--- config.mk ---
export PLATFORM = sky130hd
export DESIGN_NAME = mwd_cfg_regs
export DESIGN_NICKNAME = d
export VERILOG_FILES = /design/src/rtl/mwd_pkg.sv /design/src/rtl/mwd_cfg_regs.sv
export SDC_FILE = /design/constraint.sdc
export NUM_CORES = 1
export LEC_CHECK = 0
export ABC_AREA = 0
export BUFFER_PORTS_ARGS = -buffer_cell sky130_fd_sc_hd__buf_2
export CORE_ASPECT_RATIO = 1.75
export CORE_MARGIN = 5
export CORE_UTILIZATION = 36
export CTS_CLUSTER_SIZE = 20
export DETAILED_ROUTE_END_ITERATION = 6
export HOLD_SLACK_MARGIN = 0.15
export PLACE_DENSITY = 0.71
export SKIP_CTS_REPAIR_TIMING = 1
export SYNTH_ARGS = -nofsm -noshare
export SYNTH_HDL_FRONTEND = slang
export SYNTH_SLANG_ARGS = --single-unit
--- constraint.sdc ---
create_clock -name clk_i -period 0.9 [get_ports clk_i]
set_clock_uncertainty 0.2 [all_clocks]
set_input_delay 0.045 -clock clk_i [delete_from_list [all_inputs] [get_ports clk_i]]
set_output_delay 0.045 -clock clk_i [all_outputs]
set_load 0.05 [all_outputs]
--- src/rtl/mwd_pkg.sv ---
// Package of the moving-window deconvolution filter: widths, reset values,
// register indexes, the configuration struct and the sequencer states.
// No dependencies; mwd_cfg_regs and the top level import it.
package mwd_pkg;

  localparam int SAMPLE_BITS = 16;
  localparam int FRAC_W      = 16;
  localparam int DATA_W      = 48;
  localparam int SUM_W       = 58;
  localparam int COEF_W      = 25;
  localparam int DLEN_W      = 12;
  localparam int ALEN_W      = 11;
  localparam int CFG_IDX_W   = 4;
  localparam int CFG_DATA_W  = 25;
  localparam int MUL_A_W     = 32;
  localparam int MUL_W       = MUL_A_W + COEF_W;
  localparam int RES_W       = 60;

  localparam int MAX_DIFF_DEF = 2048;
  localparam int MAX_AVG_DEF  = 1024;

  localparam logic [COEF_W-1:0] DECAY_RST     = COEF_W'(16776168);
  localparam logic [DLEN_W-1:0] DIFF_LEN_RST  = DLEN_W'(1000);
  localparam logic [ALEN_W-1:0] AVG_LEN_RST   = ALEN_W'(500);
  localparam logic [COEF_W-1:0] AVG_RECIP_RST = COEF_W'(33554);

  typedef enum logic [CFG_IDX_W-1:0] {
    REG_DECAY     = 4'd0,
    REG_DIFF_LEN  = 4'd1,
    REG_AVG_LEN   = 4'd2,
    REG_AVG_RECIP = 4'd3
  } reg_idx_e;

  typedef struct packed {
    logic [COEF_W-1:0] decay_coef;
    logic [DLEN_W-1:0] diff_length;
    logic [ALEN_W-1:0] avg_length;
    logic [COEF_W-1:0] avg_recip;
  } cfg_t;

  typedef enum logic [3:0] {
    ST_IDLE,
    ST_DECONV,
    ST_DIFF,
    ST_SUM,
    ST_MAG,
    ST_MUL_LO,
    ST_MUL_HI,
    ST_SCALE,
    ST_EMIT
  } mwd_state_e;

endpackage

--- src/rtl/mwd_cfg_regs.sv ---
// Configuration register file of the filter: decodes register writes and
// holds the four settings. Depends on mwd_pkg.
module mwd_cfg_regs
  import mwd_pkg::*;
(
  input  logic                  clk_i,
  input  logic                  rst_ni,
  input  logic                  cfg_valid_i,
  output logic                  cfg_ready_o,
  input  logic [CFG_IDX_W-1:0]  cfg_index_i,
  input  logic [CFG_DATA_W-1:0] cfg_data_i,
  output cfg_t                  cfg_o
);

  cfg_t cfg_q, cfg_d;

  assign cfg_ready_o = 1'b1;

  always_comb begin
    cfg_d = cfg_q;
    if (cfg_valid_i) begin
      unique case (reg_idx_e'(cfg_index_i))
        REG_DECAY:     cfg_d.decay_coef  = cfg_data_i[COEF_W-1:0];
        REG_DIFF_LEN:  cfg_d.diff_length = cfg_data_i[DLEN_W-1:0];
        REG_AVG_LEN:   cfg_d.avg_length  = cfg_data_i[ALEN_W-1:0];
        REG_AVG_RECIP: cfg_d.avg_recip   = cfg_data_i[COEF_W-1:0];
        default: ;
      endcase
    end
  end

  always_ff @(posedge clk_i or negedge rst_ni) begin
    if (!rst_ni) begin
      cfg_q.decay_coef  <= DECAY_RST;
      cfg_q.diff_length <= DIFF_LEN_RST;
      cfg_q.avg_length  <= AVG_LEN_RST;
      cfg_q.avg_recip   <= AVG_RECIP_RST;
    end else begin
      cfg_q <= cfg_d;
    end
  end

  assign cfg_o = cfg_q;

endmodule

==> results.cfg, run 1 <==
[outcome]
status = finished, violations left
violations = hold timing, setup timing

[setup_path]
path_max_fanout = 2
cp.required_ps = 650
crit_family = flip-flops
cp-end-kind = primary output
arrival_ps = 1040
cp_cell_sequence = buf_8
rrSetupSlack_ps = -210
worst-path-buf-inv = 1
start_kind = flip-flop
slowest_delay_ps = 560
slowest_stage = dfstp_2
worstSetupPathType = reg -> out

[yosys]
yosys_warnings = 0
syn_inst = 160
synth_fp_nets = 192
ys_ff_latch = 73
netlist_area_um2 = 2830
seq_area_frac_synth_pct = 66.2
syn_area_per_cell_um2 = 17.7
synth.distinct_cells = 13

[sta]
period_share_pct = 142
fin_ws_ps = -382
hold_violations = 73
finalSetupViolCount = 146
fin_crit_ps = 1280
slew_viol_final = 0
max_freq_ghz = 0.780
rsz0062_at_grt = yes
whs_ps = -233

[cts]
cts_tree = yes
clk_latency_ps = 320
clock-sinks = 73
htreeDepth = 3
path_clk_slew_ps = 60
cts_buffer_depth = 2
cts_root_buf = clkbuf_16
cts_made_buffers = 9

[floorplanning]
fp-row-count = 42
dieHeight_um = 127
start_util_pct = 37.1
die_area_um2 = 9800
io_pins = 106
core_um2 = 7620
die_x_um = 77.0

[routing]
vias = 1850
first_pass_iters = 2
first_iter_violations = 62
antenna_left = 0
drt-total-wl_mm = 7.66
drcViolationCount = 0
avgRoutedWirePerCell_um = 20.2
viasPerCell = 4.87

[placed_design]
dpl.hpwl_mm = 4.70
pre_cts_ws_ps = -514
portBuffers = 104
gp_congestion = 0.726

[global_routing]
gr-total-overflow = 0
track_usage_pct = 13.9
grt_pass1_wl_mm = 10.5
antenna_found_initial = 0
grt_start_max_net_pins = 40
grt_pass1_vias = 1999

[power]
vdd_ir_drop_max_mv = 1.61
p_per_area_nw_per_um2 = 3070
switching_share_pct = 37.0
p_leak_uw = 0.00232
p_sw_uw = 5520
combPwrFrac_pct = 43.5
p_clk_share_pct = 22.5
seqPwrFrac_pct = 34.1
internal_power_uw = 9390

[final_layout]
areaGrowthSynthToFinish_pct = 71.8
largest_register_ff_count = 73
fillers = 526
nNetsFinal = 319
mostFrequentLayoutCells = mux2_4 (70), buf_6 (46), dfstp_2 (36)
final_common_cell = mux2_4
drive_gt1_share_pct = 90.1
antenna_cells = 0

[worst_hold_path]
hp-class = in -> reg

[flow_run]
cap_viol_max_count = 0
==> Yosys cell counts <==
cell type,instances,area share [%]
mux2_4,1,0.53
nor2_2,1,0.22
nand4_2,1,0.44
and4b_1,1,0.35
nand4b_1,1,0.31
mux2_2,72,29
buf_4,2,0.53
buf_6,5,2.0
dfrtp_1,37,33
conb_1,1,0.13
and4bb_2,1,0.44
dfstp_2,36,33
buf_2,1,0.18
==> logic make-up after synthesis <==
group	Yosys count	share of synthesized area [%]
buffers and inverters	8	2.70
flip-flops	73	66.2
multiplexers	73	29.2
other	1	0.133
AND/OR/NAND/NOR	5	1.77
==> final cells by class <==
cell class | count | area, µm² | area share (%)
flip-flops and latches | 73 | 1890 | 38.9
repair buffers | 124 | 1420 | 29.2
multi-input cells | 79 | 1160 | 23.8
clock buffers | 14 | 274 | 5.64
well taps | 88 | 110 | 2.27
clock inverters | 2 | 12.5 | 0.258
==> power by group through the flow <==
stage	Sequential, µW	Combinational (µW)	Clock [µW]
final	5080	6480	3350
after global routing	5170	6670	3630
after CTS	4750	4870	3470
after detailed placement	4800	4870	0
after global placement	4770	4810	0
after floorplan	7580	923	0
==> through the flow <==
step                      area, µm²  TNS [ps]  util [%]  power (µW)  instances
after floorplan                2980    -21500         -        8500        160
after global placement         3680    -33900      48.3        9580        353
after detailed placement       3680    -35560      48.3        9670        353
after CTS                      3970    -34530      52.1       13100        369
after global routing           4860    -33510      63.8       15500        380
final                          4860    -30180      63.8       14900        380
==> metal layers <==
layer	track usage (%)	vias up	wire, µm
met5	0	-	0
met4	8.81	0	178
met3	2.96	13	338
met2	24.1	60	4250
met1	15.1	960	2890
li1	-	817	-
==> final timing paths <==
check,start,to,cells past startpoint
worst max-delay path,cfg_o[1],cfg_o[1],1
worst min-delay path,cfg_data_i[16],cfg_o[64],2
worst max register to register,cfg_o[48],cfg_o[48],2
worst min register to register,cfg_o[14],cfg_o[14],1
max in group asynchronous,rst_ni,cfg_o[45],3
min in group asynchronous,rst_ni,cfg_o[23],3
No activity file was read; power rests on OpenSTA's default activity.
==> run 2: changes to the inputs <==
- CTS_CLUSTER_DIAMETER: default -> 200
- RECOVER_POWER: default -> 25
==> run 2 against run 1 <==
The flow still finishes with violations (hold timing, setup timing). Critical endpoint unchanged. Global-route usage did not move. Flip-flop and latch count did not move. Clock power barely moved. Critical path depth did not move. Final cell count did not move. Register-to-register slack barely moved. Routed wire length barely moved. Combinational power barely moved. Clock-buffer cell count did not move. Sequential share of layout area rose by 0.15 points. Worst setup slack barely moved. Sequential power barely moved.
==> results.cfg, run 2 (synthesized netlist as in run 1, its figures left out) <==
[routing]
vias = 1848
first_pass_iters = 2
first_iter_violations = 62
drt-total-wl_mm = 7.66
antenna_left = 0
avgRoutedWirePerCell_um = 20.1
viasPerCell = 4.86
drcViolationCount = 0

[sta]
fin_crit_ps = 1280
hold_violations = 73
fin_ws_ps = -382
setup_tns_ps = -30170
slew_viol_final = 0
max_freq_ghz = 0.780
whs_ps = -233
finalSetupViolCount = 146
period_share_pct = 142
rsz0062_at_grt = yes

[final_layout]
finalNonFillerCells = 380
utilization_pct = 63.5
mostFrequentLayoutCells = mux2_4 (70), buf_6 (48), dfstp_2 (36)
antenna_cells = 0
fillers = 529
drive_gt1_share_pct = 89.7
areaGrowthSynthToFinish_pct = 71.2
final_common_cell = mux2_4
nNetsFinal = 319
largest_register_ff_count = 73

[setup_path]
worstSetupPathType = reg -> out
cp.required_ps = 650
start_kind = flip-flop
path_max_fanout = 2
arrival_ps = 1040
slowest_delay_ps = 560
cp_cell_sequence = buf_8
slowest_stage = dfstp_2
rrSetupSlack_ps = -210
cp-end-kind = primary output
r2r_end = cfg_o[48]
crit_family = flip-flops
r2r_start = cfg_o[48]
worstRegToRegCells = 2
worst-path-buf-inv = 1

[placed_design]
pre_cts_ws_ps = -514
portBuffers = 104
gp_congestion = 0.726
placed_cells = 353
dpl.hpwl_mm = 4.70

[global_routing]
use_met1_pct = 15.1
grt_pass1_vias = 1999
grt-busiest-layer = met2
use_met2_pct = 24.1
grt_start_max_net_pins = 40
grt_pass1_wl_mm = 10.5
gr-total-overflow = 0
track_usage_pct = 13.9
antenna_found_initial = 0
grt_util_met3_pct = 2.96

[cts]
clk_latency_ps = 330
cts_made_buffers = 9
cts_buffer_depth = 2
cts_tree = yes
clock-sinks = 73
cts_root_buf = clkbuf_16
htreeDepth = 3
path_clk_slew_ps = 60

[floorplanning]
fp-row-count = 42
start_util_pct = 37.1
die_x_um = 77.0
dieHeight_um = 127
io_pins = 106
die_area_um2 = 9800
core_um2 = 7620

[worst_hold_path]
whs_path_depth = 2
worstHoldStart = cfg_data_i[16]
hp-class = in -> reg
hold_end = cfg_o[64]

[power]
vdd_ir_drop_max_mv = 1.61
p_leak_uw = 0.00231
p_per_area_nw_per_um2 = 3080
p_total_uw = 14900

[outcome]
violations = hold timing, setup timing
status = finished, violations left

[flow_run]
cap_viol_max_count = 0
## run 2: cell types whose count changed in the layout (fill, tap and decap cells not counted)
| cell | previous run | this run |
|---|---|---|
| buf_12 | 7 | 5 |
| buf_2 | 30 | 29 |
| buf_6 | 46 | 48 |
| clkbuf_1 | 2 | 3 |
## run 2: worst max-delay path by stage
stage                   startpoint        end  slack, ps  cells after the start
global route             cfg_o[32]  cfg_o[32]       -410                      1
detailed placement  cfg_index_i[2]  cfg_o[50]       -510                      5
global placement    cfg_index_i[2]  cfg_o[58]       -480                      5
CTS                      cfg_o[32]  cfg_o[32]       -490                      1
floorplan           cfg_index_i[2]  cfg_o[58]       -360                      5
finish                    cfg_o[1]   cfg_o[1]       -380                      1
## run 2: final cells by class
cell class                 count  area [µm²]  area share [%]
timing repair buffer         124        1400            28.9
clock inverter                 2        12.5           0.259
sequential                    73        1890            39.0
clock buffer                  14         274            5.66
multi-input combinational     79        1160            23.9
tap                           88         110            2.28
## run 2: stage by stage
| stage | hold WS [ps] | cell area (µm²) |
|---|---|---|
| after CTS | -489 | 3970 |
| final | -233 | 4840 |
| after global routing | -246 | 4840 |
| after detailed placement | -135 | 3680 |
| after floorplan | -451 | 2980 |
| after global placement | -142 | 3680 |
## run 2: routing by layer
layer	part of all wire [%]	wire, µm
met2	56	4250
met3	4.4	338
met1	38	2880
met5	0	0
met4	2.3	178
## run 2: report_power, final
group | internal [µW] | switching [µW]
clock | 2090 | 1260
sequential | 4370 | 701
combinational | 2910 | 3550
